$ cat src/sv/mpf_pkg.sv
`default_nettype none
package mpf_pkg;

	localparam logic [1:0] REQ_PRED = 2'd0;
	localparam logic [1:0] REQ_LIST = 2'd1;
	localparam logic [1:0] REQ_ATTR = 2'd2;

	localparam logic CFG_PRED_COUNT = 1'b0;
	localparam logic CFG_SCAN_TIME  = 1'b1;

	localparam logic [2:0] OP_GT   = 3'd0;
	localparam logic [2:0] OP_LT   = 3'd1;
	localparam logic [2:0] OP_EQ   = 3'd2;
	localparam logic [2:0] OP_ALL  = 3'd3;
	localparam logic [2:0] OP_ANY  = 3'd4;
	localparam logic [2:0] OP_LIST = 3'd5;

	localparam logic [3:0] FLD_BTIME  = 4'd3;
	localparam logic [3:0] FLD_TYPE   = 4'd6;
	localparam logic [3:0] FLD_PERM   = 4'd7;
	localparam logic [3:0] FLD_LIMIT  = 4'd12;
	localparam logic [3:0] FLD_NONE   = 4'd15;

	localparam logic [3:0] ATTR_CRTIME = 4'd3;
	localparam logic [3:0] ATTR_BLOCKS = 4'd10;

	localparam logic [63:0] MODE_TYPE_MASK = 64'o170000;
	localparam logic [63:0] MODE_PERM_MASK = 64'o7777;
	localparam int BLOCK_SHIFT = 9;

	typedef enum logic [1:0] {
		CMD_PRED,
		CMD_LIST,
		CMD_ATTR
	} cmd_kind_t;

	typedef struct packed {
		cmd_kind_t   kind;
		logic [3:0]  slot;
		logic [3:0]  field;
		logic [2:0]  op;
		logic        neg;
		logic [63:0] value;
		logic [63:0] margin;
		logic [2:0]  list_index;
		logic [3:0]  list_len;
		logic [3:0]  attr;
		logic        last;
	} cmd_t;

	typedef struct packed {
		logic [3:0]  field;
		logic [2:0]  op;
		logic        neg;
		logic [63:0] thr;
		logic [63:0] mar;
		logic [3:0]  list_len;
	} pred_t;

	typedef enum logic [2:0] {
		ST_IDLE,
		ST_PREP,
		ST_PRD,
		ST_PEV,
		ST_LRD,
		ST_LEV,
		ST_FIN
	} back_state_t;

	// attribute fed by a field; type and perm both come from mode
	function automatic logic [3:0] field_attr(input logic [3:0] f);
		logic [3:0] a;
		unique case (f)
			4'd0, 4'd1, 4'd2, 4'd3, 4'd4, 4'd5, 4'd6: a = f;
			4'd7, 4'd8, 4'd9, 4'd10, 4'd11:          a = f - 4'd1;
			default:                                   a = FLD_NONE;
		endcase
		return a;
	endfunction

endpackage
`default_nettype wire

$ cat src/sv/mpf_front.sv
`default_nettype none
module mpf_front #(
	parameter int MAX_PREDICATES = 16,
	parameter int MAX_LIST = 8
) (
	input  wire logic          clk,
	input  wire logic          arst_n,
	input  wire logic          push,
	output logic               full,
	input  wire logic [1:0]    req_type,
	input  wire logic [3:0]    slot,
	input  wire logic [3:0]    field_code,
	input  wire logic [2:0]    op_code,
	input  wire logic          negate,
	input  wire logic [63:0]   value,
	input  wire logic [63:0]   margin,
	input  wire logic [2:0]    list_index,
	input  wire logic [3:0]    list_count,
	input  wire logic [3:0]    attr_code,
	input  wire logic          last_attr,
	output mpf_pkg::cmd_t      cmd,
	output logic               cmd_valid,
	input  wire logic          cmd_pop
);

	mpf_pkg::cmd_t buf_q [2];
	logic          wr_q;
	logic          rd_q;
	logic [1:0]    cnt_q;
	mpf_pkg::cmd_t c;
	logic          keep;
	logic          slot_ok;
	logic          idx_ok;
	logic          do_push;
	logic          do_pop;

	assign slot_ok = 32'(slot) < MAX_PREDICATES;
	assign idx_ok  = 32'(list_index) < MAX_LIST;

	always_comb begin
		c.slot       = slot;
		c.field      = field_code;
		c.op         = op_code;
		c.neg        = negate;
		c.value      = value;
		c.margin     = margin;
		c.list_index = list_index;
		c.list_len   = (32'(list_count) > MAX_LIST) ? 4'(MAX_LIST) : list_count;
		c.attr       = attr_code;
		c.last       = last_attr;
		c.kind       = mpf_pkg::CMD_ATTR;
		keep         = 1'b0;
		unique case (req_type)
			mpf_pkg::REQ_PRED: begin
				c.kind = mpf_pkg::CMD_PRED;
				keep   = slot_ok;
			end
			mpf_pkg::REQ_LIST: begin
				c.kind = mpf_pkg::CMD_LIST;
				keep   = slot_ok && idx_ok;
			end
			mpf_pkg::REQ_ATTR: begin
				c.kind = mpf_pkg::CMD_ATTR;
				keep   = 1'b1;
			end
			default: keep = 1'b0;
		endcase
	end

	assign full      = cnt_q == 2'd2;
	assign cmd_valid = cnt_q != 2'd0;
	assign cmd       = buf_q[rd_q];
	// rejected loads are taken and dropped here
	assign do_push   = push && !full && keep;
	assign do_pop    = cmd_pop && cmd_valid;

	always_ff @(posedge clk) begin
		if (do_push) begin
			buf_q[wr_q] <= c;
		end
	end

	always_ff @(posedge clk or negedge arst_n) begin
		if (!arst_n) begin
			wr_q  <= 1'b0;
			rd_q  <= 1'b0;
			cnt_q <= 2'd0;
		end else begin
			if (do_push) begin
				wr_q <= !wr_q;
			end
			if (do_pop) begin
				rd_q <= !rd_q;
			end
			cnt_q <= cnt_q + 2'(do_push) - 2'(do_pop);
		end
	end

endmodule
`default_nettype wire

$ cat config.mk
export PLATFORM = sky130hd
export DESIGN_NAME = mpf_front
export DESIGN_NICKNAME = d
export VERILOG_FILES = /design/src/sv/mpf_pkg.sv /design/src/sv/mpf_front.sv
export SDC_FILE = /design/constraint.sdc
export NUM_CORES = 1
export LEC_CHECK = 0
export BUFFER_PORTS_ARGS = -buffer_cell sky130_fd_sc_hd__clkbuf_2
export CORE_MARGIN = 3
export CORE_UTILIZATION = 55
export CTS_CLUSTER_DIAMETER = 40
export DETAILED_ROUTE_END_ITERATION = 10
export GPL_TIMING_DRIVEN = 0
export PLACE_DENSITY = 0.89
export RECOVER_POWER = 100
export SYNTH_ARGS = -nofsm -noshare
export SYNTH_HDL_FRONTEND = slang
export SYNTH_SLANG_ARGS = --single-unit
$ cat constraint.sdc
create_clock -name clk -period 12.5 [get_ports clk]
set_clock_uncertainty 0.2 [all_clocks]
set_input_delay 2.5 -clock clk [delete_from_list [all_inputs] [get_ports clk]]
set_output_delay 2.5 -clock clk [all_outputs]
set_load 0.01 [all_outputs]
* Word-level counts from Yosys, hierarchy flattened *
Memory sizes are Yosys's and may differ from the RTL's.
Index checks and enable logic that the tools add are counted.
W data, S select, Z words.

operators by class
  add/sub/neg operators = 2
  order comparisons = 1
  equal/unequal tests = 3
  muxes and demuxes = 5
  reductions and logical operators = 9

operator list
  operator              count
  $eq A2 B2 Y1 const B  2
  $gt A4 B4 Y1 const B  1
  $mux W4               1
  $pmux W2 S2           1
  $logic_and A1 B1 Y1   3
  $logic_not A1 Y1      3
  $mux W1               3
  $reduce_or A3 Y1      1
  $add A2 B1 Y2         1
  $eq A2 B1 Y1 const B  1
  $logic_not A2 Y1      1
  $reduce_bool A2 Y1    1
  $sub A2 B1 Y2         1

word-level totals
  flip-flop bits (word level) = 4
  RAM bits = 308
  word-level logic and storage cells = 24
  memories = 1

memory list
  memory  words  bits a word  read ports  clocked after memory_dff  write ports  RTL line         RTL
  buf_q   2      154          1           0                         1            mpf_front.sv:26  mpf_pkg::cmd_t buf_q [2];

* Longest topological paths before layout *
Gate-level depths: netlist (run 1).

  depth after elaboration = 6
  mapped depth = 7
  gate-level depth less buffers = 7

* Worst setup path before layout (run 1) *
OpenSTA, ideal clock, no wires.

  path type = input to register
  start point = in req_type[1]
  end point = mem buf_q[0][0] (netlist bit), enable pin
  library setup time = 0.669 ns
  arrival = 9.092 ns
  required time = 11.631 ns
  path slack = 2.538 ns
  cell stages on the path = 3
  buffers on the path = 0
  cells stage by stage = nand2_1 -> nand3b_4 -> nor2_1

between the ends
  longest elaborated chain between the ends = 6
  elaborated cells between the ends (all ways) = 8
  classes of those cells = 2 x eq/ne; 3 x mux; 3 x reduce/logical

ends and longest elaborated chain
  what                                   RTL line         RTL
  from (decl)                            mpf_front.sv:10  input wire logic [1:0] req_type,
  $eq A2 B2 Y1 (tied with other cells)   mpf_front.sv:53  unique case (req_type)
  $reduce_or A3 Y1 (no source line) (*)  -
  $mux W1 (*)                            mpf_front.sv:53
  $logic_and A1 B1 Y1 (*)                mpf_front.sv:74  assign do_push = push && !full && keep;
  $mux W1 (*)                            mpf_front.sv:78  if (do_push) begin
  $mux W1 (implied by the code) (*)      mpf_front.sv:79  buf_q[wr_q] <= c;
  to (decl)                              mpf_front.sv:26

Mark *: on every way between the ends. The rest lies on a longest branch, timed or not.

* Final worst setup path (run 1) *
Same ends and word-level chain as after synthesis.

==> flow_metrics.env, run 1 <==
export IMPL_avgViaCountPerCell=5.15
export IMPL_fin_nets=1025
export IMPL_clockBufferDepth=3
export IMPL_tightest_slew_ns=1.91
export IMPL_leakage_nw=4.73
export IMPL_ys_ff_latch=312
export IMPL_drt_iter0_drc=242
export IMPL_cp_depth=6
export IMPL_ff_latch_area_um2=9350
export IMPL_critPathKind="in2reg"
export IMPL_crit_top_cell="clkbuf_1"
export IMPL_grtUsageMet2=0.354
export IMPL_drtPass1Iterations=4
export IMPL_critPathBufInv=3
export IMPL_finalSetupViolCount=0
export IMPL_synth_seq_area_share=0.817
export IMPL_holdWs_ns=0.324
export IMPL_cts_clk_slew_worst_paths_ns=0.06
export IMPL_multi_input_area_um2=1860
export IMPL_overflow=0
export IMPL_fp_dieW_um=150
export IMPL_hold_viol=0
export IMPL_post_cts_repair_setup_buffers=0
export IMPL_clock_insertion_delay_worst_skew_ns=0.50
export IMPL_status="complete, but fails checks"
export IMPL_path_delay_family="buffers and inverters"
export IMPL_powerDensity_nw_per_um2=232
export IMPL_holdPathStages=1
export IMPL_crit_arrival_ns=6.49
export IMPL_coreArea_um2=20400
export IMPL_place_gp_congestion=0.737
export IMPL_routed_wl_mm=23.0
export IMPL_portBuffers=313
export IMPL_initial_core_util=0.562
export IMPL_track_usage=0.198
export IMPL_clock_sinks=312
export IMPL_synth_area_um2=11400
export IMPL_cp_slowest_cell="clkbuf_1"
export IMPL_slowest_delay_ns=1.44
export IMPL_final_common_cell="edfxtp_1"
export IMPL_r2r_cells=5
export IMPL_wl_per_cell_um=19.8
export IMPL_postCtsHoldBufs=0
export IMPL_grt_max_degree=35
export IMPL_vias=5971
export IMPL_antenna_found_initial=0
export IMPL_critPathMaxFanout=34
export IMPL_grt_pass1_wl_mm=34.0
export IMPL_crit_chain="clkbuf_1 -> nand2_1 -> nand3b_1 -> nor2_1 -> clkbuf_1 -> clkbuf_1"
export IMPL_gr_usage_met1=0.217
export IMPL_grt_pass1_vias=6440
export IMPL_hp_class="reg2reg"
export IMPL_drc_errors=0
export IMPL_endpoint_kind="register"
export IMPL_layout_setup_ws_ns=5.90
export IMPL_busiest_layer="met2"
export IMPL_maxCapViolCount=8
export IMPL_cts_tree="yes"
export IMPL_fin_crit_sh=0.528
export IMPL_num_antenna_cells=0
export IMPL_yosysUniqueCellTypes=16
export IMPL_syn_mean_instance_area_um2=22.7
export IMPL_violations="max-capacitance violations, max-slew violations"
export IMPL_area_delta_synth_final_pct=22.9
export IMPL_vdd_drop_max_v=0.000161
export IMPL_detail_route_antenna_nets=0
export IMPL_timing_fmax_mhz=151
export IMPL_ios=314
export IMPL_rows=52
export IMPL_syn_nets=664
export IMPL_drive_gt1_frac=0.302
export IMPL_place_ws_ns=8.16
export IMPL_cts_buffers=36
export IMPL_met3_usage=0.0653
export IMPL_synth_yosys_warnings=0
export IMPL_post_cts_resized=0
export IMPL_place_hpwl_mm=16.3
export IMPL_final_cell_mix="edfxtp_1, clkbuf_1, mux2_2, clkbuf_2, clkbuf_16"
export IMPL_slew_viol_final=233
export IMPL_critPathLaunchType="input pin"
export IMPL_die_area_um2=22600
export IMPL_nFillCells=1415
export IMPL_postSynthCellCount=504
export IMPL_die_y_um=150
export IMPL_root_buffer="clkbuf_16"
export IMPL_worstPathRequired_ns=12.39
export IMPL_maxSlewHeadroom=-0.272
export IMPL_fin_crit_ns=6.60
export IMPL_htreeDepth=2
export IMPL_grt_setup_unrepaired="false"
==> registers in the layout, indices dropped and copies added (netlist names) <==
name,count
cnt_q,2
wr_q,1
rd_q,1
buf_q,308
==> where the power goes <==
| part | leakage, nW | switching, mW | internal [mW] |
|---|---|---|---|
| sequential | 2.89 | 0.0408 | 1.38 |
| combinational | 1.29 | 0.508 | 0.341 |
| clock | 0.560 | 0.390 | 0.604 |
==> area by class of cell <==
cell class / instances / share of cell area
sequential: 312 / 0.664
multi-input combinational: 171 / 0.132
timing repair buffer: 323 / 0.0926
clock buffer: 47 / 0.0699
tap: 270 / 0.0240
clock inverter: 16 / 0.0118
buffer: 19 / 0.00507
inverter: 2 / 0.000533
==> final timing paths <==
check	from	endpoint	slack, ns
worst max-delay path	req_type[1]	buf_q[0][0]$_DFFE_PP_	5.90
worst min-delay path	wr_q$_DFFE_PN0P_	wr_q$_DFFE_PN0P_	0.32
worst max register to register	cnt_q[1]$_DFF_PN0_	buf_q[0][0]$_DFFE_PP_	7.44
worst min register to register	wr_q$_DFFE_PN0P_	wr_q$_DFFE_PN0P_	0.32
max in group asynchronous	arst_n	cnt_q[0]$_DFF_PN0_	10.28
min in group asynchronous	arst_n	rd_q$_DFFE_PN0P_	1.63
==> per-stage QoR <==
stage          instance area [µm²]   util  TNS (ns)  power, mW  std cells
4_1_cts                      14700  0.724         0       3.44       1160
3_5_place_dp                 13600  0.667         0       2.43       1097
3_3_place_gp                 13400  0.656   -257.94       2.44       1087
5_1_grt                      14100  0.691         0       3.41       1160
2_1_floorplan                11400      -         0       2.07        504
6_report                     14100  0.691         0       3.26       1160
==> Yosys cell counts <==
| library cell | n | area, µm² |
|---|---|---|
| edfxtp_1 | 308 | 9250 |
| mux2_2 | 154 | 1730 |
| clkbuf_8 | 10 | 138 |
| buf_6 | 7 | 78.8 |
| nor2b_1 | 5 | 31.3 |
| dfrtp_1 | 4 | 100 |
| xnor2_1 | 3 | 26.3 |
| clkbuf_1 | 2 | 7.51 |
| ha_1 | 2 | 25.0 |
| inv_1 | 2 | 7.51 |
| nor2_1 | 2 | 7.51 |
| and2_1 | 1 | 6.26 |
| nand2_1 | 1 | 3.75 |
| nand3b_4 | 1 | 20.0 |
| or2_1 | 1 | 6.26 |
| xor2_1 | 1 | 8.76 |
==> metal layers <==
metal	vias to the layer above	routed length, µm
met4	0	846
met5	-	0
met1	2910	7950
met3	68	1980
li1	2731	-
met2	262	12200
==> logic make-up after synthesis <==
group,Yosys count,synth area share
AND/OR/NAND/NOR,11,0.00656
XOR/XNOR,4,0.00306
adder cells (fa/ha/maj),2,0.00219
flip-flops,312,0.817
multiplexers,154,0.151
buffers and inverters,21,0.0202
Note: power is estimated with default switching activity, not from simulation.
==> inputs of run 2 (changes only) <==
--- a/config.mk
+++ b/config.mk
@@ -7,11 +7,11 @@
 export LEC_CHECK = 0
 export BUFFER_PORTS_ARGS = -buffer_cell sky130_fd_sc_hd__clkbuf_2
 export CORE_MARGIN = 3
-export CORE_UTILIZATION = 55
+export CORE_UTILIZATION = 47
 export CTS_CLUSTER_DIAMETER = 40
 export DETAILED_ROUTE_END_ITERATION = 10
 export GPL_TIMING_DRIVEN = 0
-export PLACE_DENSITY = 0.89
+export PLACE_DENSITY = 0.82
 export RECOVER_POWER = 100
 export SYNTH_ARGS = -nofsm -noshare
 export SYNTH_HDL_FRONTEND = slang
==> constraint.sdc (replaced) <==
create_clock -name clk -period 5.5 [get_ports clk]
set_clock_uncertainty 0.2 [all_clocks]
set_input_delay 1.1 -clock clk [delete_from_list [all_inputs] [get_ports clk]]
set_output_delay 1.1 -clock clk [all_outputs]
set_load 0.01 [all_outputs]
==> run 2 against run 1 <==
  * The run still ends with max-capacitance violations, max-slew violations left
  * Worst hold slack got worse by 0.11 ns
  * Sequential share of layout area decreased by 2.0 points
  * Critical endpoint is now cmd[14]
  * Utilization decreased by 7.9 points
  * Cell area increased by 3.0%
  * First-iteration DRC count increased by 42%
  * Flip-flop and latch count unchanged
  * Die area increased by 16%
  * Sequential power increased by 130%
  * Register-to-register slack got worse by 5.5 ns
  * Worst setup slack got worse by 4.3 ns
  * Clock-buffer cell count increased by 3
  * Largest power group unchanged
  * Critical path depth decreased by 2
==> flow_metrics.env, run 2 (synthesized netlist as in run 1, its figures left out) <==
export IMPL_post_cts_resized=0
export IMPL_postCtsHoldBufs=0
export IMPL_cts_tree="yes"
export IMPL_clockBufferDepth=3
export IMPL_dp_cells=1146
export IMPL_rows=56
export IMPL_wl_per_cell_um=18.8
export IMPL_track_usage=0.170
export IMPL_top_regs="buf_q: 308 flops, cnt_q: 2 flops"
export IMPL_portBuffers=313
export IMPL_ios=314
export IMPL_crit_arrival_ns=2.62
export IMPL_place_ws_ns=2.49
export IMPL_powerDensity_nw_per_um2=541
export IMPL_clock_sinks=312
export IMPL_final_common_cell="edfxtp_1"
export IMPL_drt_iter0_drc=344
export IMPL_htreeDepth=2
export IMPL_tightest_slew_ns=1.84
export IMPL_root_buffer="clkbuf_16"
export IMPL_die_y_um=162
export IMPL_status="complete, but fails checks"
export IMPL_grt_pass1_wl_mm=34.7
export IMPL_holdWs_ns=0.213
export IMPL_reg2reg_slack_ns=1.90
export IMPL_detail_route_antenna_nets=0
export IMPL_slowest_delay_ns=0.60
export IMPL_nFillCells=1833
export IMPL_place_gp_congestion=0.738
export IMPL_layout_setup_ws_ns=1.58
export IMPL_grt_pass1_vias=6433
export IMPL_critPathKind="reg2out"
export IMPL_hp_class="in2async"
export IMPL_slew_viol_final=91
export IMPL_drive_gt1_frac=0.326
export IMPL_fin_crit_sh=0.713
export IMPL_finalNonFillerCells=1221
export IMPL_largest_register_ffs=308
export IMPL_drc_errors=0
export IMPL_leakage_nw=4.90
export IMPL_violations="max-capacitance violations, max-slew violations"
export IMPL_coreArea_um2=23700
export IMPL_hold_viol=0
export IMPL_area_delta_synth_final_pct=26.7
export IMPL_fin_util=0.612
export IMPL_vdd_drop_max_v=0.000289
export IMPL_fin_setup_tns_ns=0
export IMPL_r2r_cells=6
export IMPL_multi_input_area_um2=1860
export IMPL_r2r_start="cnt_q[1]$_DFF_PN0_"
export IMPL_post_cts_repair_setup_buffers=0
export IMPL_die_area_um2=26300
export IMPL_initial_core_util=0.483
export IMPL_grt_setup_unrepaired="false"
export IMPL_cp_slowest_cell="clkbuf_1"
export IMPL_grt_max_degree=34
export IMPL_finalSetupViolCount=0
export IMPL_crit_chain="clkbuf_1 -> clkbuf_1 -> mux2_2 -> clkbuf_1"
export IMPL_cts_buffers=41
export IMPL_antenna_found_initial=1
export IMPL_fin_crit_ns=3.92
export IMPL_place_hpwl_mm=16.1
export IMPL_vias=5990
export IMPL_fin_nets=1030
export IMPL_maxCapViolCount=3
export IMPL_worstPathRequired_ns=4.20
export IMPL_critPathLaunchType="register"
export IMPL_cts_clk_slew_worst_paths_ns=0.06
export IMPL_overflow=0
export IMPL_clock_insertion_delay_worst_skew_ns=0.51
export IMPL_largest_register="buf_q"
export IMPL_avgViaCountPerCell=4.91
export IMPL_endpoint_kind="primary output"
export IMPL_drtPass1Iterations=4
export IMPL_fp_dieW_um=162
export IMPL_ff_latch_area_um2=9350
export IMPL_reg2reg_to="buf_q[1][4]$_DFFE_PP_"
export IMPL_critPathMaxFanout=10
export IMPL_final_cell_mix="edfxtp_1, clkbuf_1, mux2_2, clkbuf_2, clkbuf_16"
export IMPL_timing_fmax_mhz=255
export IMPL_crit_top_cell="clkbuf_1"
export IMPL_routed_wl_mm=23.0
export IMPL_maxSlewHeadroom=-0.224
run 2: cell types whose count changed in the layout (fill, tap and decap cells not counted), sizes merged:
| cell | previous run | this run |
|---|---|---|
| clkinvlp | 2 | 5 |
| inv | 6 | 10 |
| clkinv | 8 | 7 |
| diode | 0 | 1 |
| bufinv | 2 | 4 |
| clkbuf | 387 | 386 |
| buf | 2 | 6 |
run 2: worst max-delay path by stage:
stage	slack (ns)	end	depth (start not counted)	from
2_1_floorplan	-0.46	buf_q[0][0]$_DFFE_PP_	3	req_type[1]
3_3_place_gp	-2.71	buf_q[1][35]$_DFFE_PP_	4	req_type[1]
3_5_place_dp	2.49	buf_q[1][34]$_DFFE_PP_	7	req_type[1]
4_1_cts	2.33	cmd[14]	4	rd_q$_DFFE_PN0P_
5_1_grt	1.42	cmd[12]	4	rd_q$_DFFE_PN0P_
6_report	1.58	cmd[14]	4	rd_q$_DFFE_PN0P_
run 2: layout make-up:
| class | count | area share |
|---|---|---|
| sequential | 312 | 0.645 |
| multi-input combinational | 171 | 0.128 |
| timing repair buffer | 323 | 0.0969 |
| clock buffer | 50 | 0.0760 |
| tap | 319 | 0.0275 |
| clock inverter | 24 | 0.0215 |
| buffer | 19 | 0.00492 |
| inverter | 2 | 0.000518 |
| antenna | 1 | 0.000173 |
run 2: report_power, final:
group          internal, mW  leakage (nW)  switching [mW]
sequential             3.12          2.89          0.0886
combinational         0.816          1.34            1.16
clock                  1.66         0.673            1.01
run 2: worst max-delay path, delay by kind of cell, from the launching register on:
kind | cells | cell delay, ns
flops | 1 | 0.34
mux | 1 | 0.41
buf+inv | 3 | 1.36
run 2: metrics by stage:
stage	total power [mW]	cell area [µm²]
3_3_place_gp	5.50	13400
5_1_grt	8.20	14500
4_1_cts	8.22	15000
2_1_floorplan	4.66	11500
3_5_place_dp	5.53	13600
6_report	7.84	14500
run 2: layer usage:
layer	track usage	up-vias	wire, µm
li1	-	2755	-
met1	0.195	2922	8690
met2	0.296	259	11700
met3	0.0553	54	2000
met4	0.0651	0	661
met5	0	-	0
==> inputs of run 3 (changes only) <==
--- a/config.mk
+++ b/config.mk
@@ -5,13 +5,14 @@
 export SDC_FILE = /design/constraint.sdc
 export NUM_CORES = 1
 export LEC_CHECK = 0
+export ABC_AREA = 1
 export BUFFER_PORTS_ARGS = -buffer_cell sky130_fd_sc_hd__clkbuf_2
 export CORE_MARGIN = 3
 export CORE_UTILIZATION = 47
 export CTS_CLUSTER_DIAMETER = 40
 export DETAILED_ROUTE_END_ITERATION = 10
 export GPL_TIMING_DRIVEN = 0
-export PLACE_DENSITY = 0.82
+export PLACE_DENSITY = 0.81
 export RECOVER_POWER = 100
 export SYNTH_ARGS = -nofsm -noshare
 export SYNTH_HDL_FRONTEND = slang
==> constraint.sdc (replaced) <==
create_clock -name clk -period 3.26 [get_ports clk]
set_clock_uncertainty 0.2 [all_clocks]
set_input_delay 0.652 -clock clk [delete_from_list [all_inputs] [get_ports clk]]
set_output_delay 0.652 -clock clk [all_outputs]
set_load 0.01 [all_outputs]
==> run 3 against run 2 <==
  * The flow now finishes without violations
  * Cell area is 0.70% higher
  * Total power is 70% higher
  * Largest power group unchanged
  * Wire length is 11% higher
  * Sequential share of layout area is 0.45 points lower
  * First-iteration DRC count is 9.0% higher
  * Combinational power is 110% higher
  * Area after synthesis is 1.7% higher
==> flow_metrics.env, run 3 <==
export IMPL_postCtsHoldBufs=1
export IMPL_tightest_slew_ns=1.07
export IMPL_finalSetupViolCount=0
export IMPL_area_delta_synth_final_pct=25.4
export IMPL_synthAdderAreaFrac=0.00215
export IMPL_num_antenna_cells=0
export IMPL_ios=314
export IMPL_fin_crit_sh=0.895
export IMPL_synth_area_leader_cell="edfxtp_1"
export IMPL_switching_share=0.337
export IMPL_p_sw_mw=4.50
export IMPL_synth_edf_count=308
export IMPL_endpoint_kind="primary output"
export IMPL_yosysUniqueCellTypes=13
export IMPL_portBuffers=313
export IMPL_holdCritStartpoint="margin[26]"
export IMPL_seqPwrFrac=0.404
export IMPL_synth_area_top_cells="edfxtp_1, nand2_1, buf_6, dfrtp_1, inv_1"
export IMPL_cts_clk_slew_worst_paths_ns=0.06
export IMPL_finalNonFillerCells=1556
export IMPL_syn_mean_instance_area_um2=13.7
export IMPL_clock_insertion_delay_worst_skew_ns=0.50
export IMPL_synth_seq_area_share=0.803
export IMPL_drt_iter0_drc=375
export IMPL_fin_crit_ns=2.92
export IMPL_status="completed"
export IMPL_holdWs_ns=0.131
export IMPL_critPathMaxFanout=10
export IMPL_holdPathStages=1
export IMPL_die_y_um=163
export IMPL_powerDensity_nw_per_um2=914
export IMPL_final_common_cell="nand2_1"
export IMPL_synth_compound_area_frac=0.000645
export IMPL_synthTopCellsByCount="nand2_1, edfxtp_1, buf_6"
export IMPL_critPathKind="reg2out"
export IMPL_clkPwrFrac=0.289
export IMPL_initial_core_util=0.487
export IMPL_fin_nets=1371
export IMPL_min_to="buf_q[1][38]$_DFFE_PP_"
export IMPL_synthMuxAreaShare=0
export IMPL_cts_tree="yes"
export IMPL_synth_top_family_by_area="simple AND/OR/NAND/NOR gates"
export IMPL_post_cts_resized=0
export IMPL_grt_pass1_vias=7479
export IMPL_yosys_area_top_type_share=0.794
export IMPL_final_cell_mix="nand2_1, edfxtp_1, clkbuf_1, clkbuf_2, clkbuf_16"
export IMPL_synth_xor_area_frac=0
export IMPL_wl_per_cell_um=16.4
export IMPL_ys_async_sr_fraction=0.0128
export IMPL_overflow=0
export IMPL_reg2reg_slack_ns=0.46
export IMPL_clockBufferDepth=3
export IMPL_crit_arrival_ns=2.07
export IMPL_p_int_mw=8.85
export IMPL_worstPathRequired_ns=2.41
export IMPL_clock_sinks=312
export IMPL_routed_wl_mm=25.6
export IMPL_power_frac_comb=0.306
export IMPL_largest_register="buf_q"
export IMPL_syn_nets=1009
export IMPL_ys_ff_latch=312
export IMPL_rows=56
export IMPL_antenna_found_initial=1
export IMPL_drive_gt1_frac=0.123
export IMPL_r2r_start="cnt_q[1]$_DFF_PN0_"
export IMPL_nFillCells=1978
export IMPL_maxSlewHeadroom=0.285
export IMPL_vdd_drop_max_v=0.000729
export IMPL_root_buffer="clkbuf_16"
export IMPL_coreArea_um2=23900
export IMPL_r2r_cells=4
export IMPL_hp_class="in2reg"
export IMPL_top_regs="buf_q: 308 flops, cnt_q: 2 flops"
export IMPL_leakage_nw=5.75
export IMPL_hold_viol=0
export IMPL_reg2reg_to="buf_q[0][62]$_DFFE_PP_"
export IMPL_grt_max_degree=43
export IMPL_critPathLaunchType="register"
export IMPL_yosysMostFrequentCell="nand2_1"
export IMPL_yosys_area_share_simple=0.157
export IMPL_fp_dieW_um=163
export IMPL_die_area_um2=26700
export IMPL_slew_viol_final=0
export IMPL_timing_fmax_mhz=343
export IMPL_synth_main_ff_cell="edfxtp_1"
export IMPL_htreeDepth=2
export IMPL_grt_setup_unrepaired="false"
export IMPL_track_usage=0.184
export IMPL_avgViaCountPerCell=4.77
export IMPL_cts_buffers=38
export IMPL_synth_area_um2=11600
export IMPL_postSynthCellCount=849
export IMPL_drtPass1Iterations=5
export IMPL_vias=7423
export IMPL_grt_pass1_wl_mm=38.0
export IMPL_synth_yosys_warnings=0
export IMPL_place_hpwl_mm=17.7
export IMPL_largest_register_ffs=308
export IMPL_dp_cells=1489
export IMPL_post_cts_repair_setup_buffers=0
export IMPL_place_gp_congestion=0.756
export IMPL_maxCapViolCount=0
export IMPL_detail_route_antenna_nets=0
export IMPL_drc_errors=0
run 3: cell types whose count changed in the layout (fill, tap and decap cells not counted), sizes merged, moves of 5 or more:
cell    delta
buf       +31
clkbuf    -24
clkinv     +6
inv        +8
mux2     -154
nand2    +475
nor2b      -5
run 3: worst max-delay path, stage by stage, from the launching register on:
cell and delay [ns]:
dfrtp_1 0.40, inv_2 0.06, clkbuf_1 0.52, buf_6 0.23
nand2_1 0.06, nand2_1 0.11, clkbuf_1 0.18
run 3: per-layer routing:
layer | track usage | wire (µm) | vias to the layer above
met2 | 0.335 | 13100 | 311
met3 | 0.0619 | 2660 | 66
li1 | - | - | 3594
met4 | 0.0654 | 718 | 2
met5 | 0 | 16 | -
met1 | 0.199 | 9070 | 3450
run 3: cell families after synthesis:
logic type | after synthesis
AOI/OAI and AO/OA | 1
adders and majority gates | 2
buffers and inverters | 49
DFF | 312
and+or+nand+nor | 485
run 3: worst max-delay path by stage:
stage | cells after the start | to | from
after CTS | 6 | buf_q[0][33]$_DFFE_PP_ | cnt_q[0]$_DFF_PN0_
after detailed placement | 6 | buf_q[0][33]$_DFFE_PP_ | req_type[1]
after global placement | 4 | buf_q[0][44]$_DFFE_PP_ | req_type[1]
after global routing | 6 | cmd[120] | rd_q$_DFFE_PN0P_
final | 6 | cmd[128] | rd_q$_DFFE_PN0P_
after floorplan | 3 | buf_q[0][0]$_DFFE_PP_ | req_type[1]
run 3: metrics by stage:
| step | total power [mW] | util | area (µm²) | worst slack, ns | TNS (ns) |
|---|---|---|---|---|---|
| after floorplan | 8.04 | - | 11700 | -0.471 | -141.88 |
| after global placement | 9.80 | 0.571 | 13600 | -2.00 | -589.02 |
| after detailed placement | 9.93 | 0.579 | 13800 | 0.267 | 0 |
| after CTS | 13.8 | 0.629 | 15000 | 0.589 | 0 |
| after global routing | 14.1 | 0.611 | 14600 | 0.230 | 0 |
| final | 13.3 | 0.611 | 14600 | 0.341 | 0 |
run 3: cell type report:
cell class / instances / area [µm²] / share of cell area
Buffer: 36 / 373 / 0.0255
Clock inverter: 23 / 191 / 0.0131
Tap cell: 319 / 399 / 0.0273
Clock buffer: 43 / 991 / 0.0678
Timing Repair Buffer: 322 / 1370 / 0.0936
Inverter: 13 / 52.6 / 0.00360
Sequential cell: 312 / 9350 / 0.640
Multi-Input combinational cell: 488 / 1880 / 0.129
run 3: power by group through the flow:
| stage | registers (mW) | clock network [mW] | logic (mW) |
|---|---|---|---|
| after floorplan | 5.50 | 0 | 2.54 |
| after global placement | 5.55 | 0 | 4.25 |
| after detailed placement | 5.47 | 0 | 4.46 |
| after CTS | 5.40 | 3.94 | 4.49 |
| after global routing | 5.44 | 4.12 | 4.55 |
| final | 5.40 | 3.86 | 4.09 |
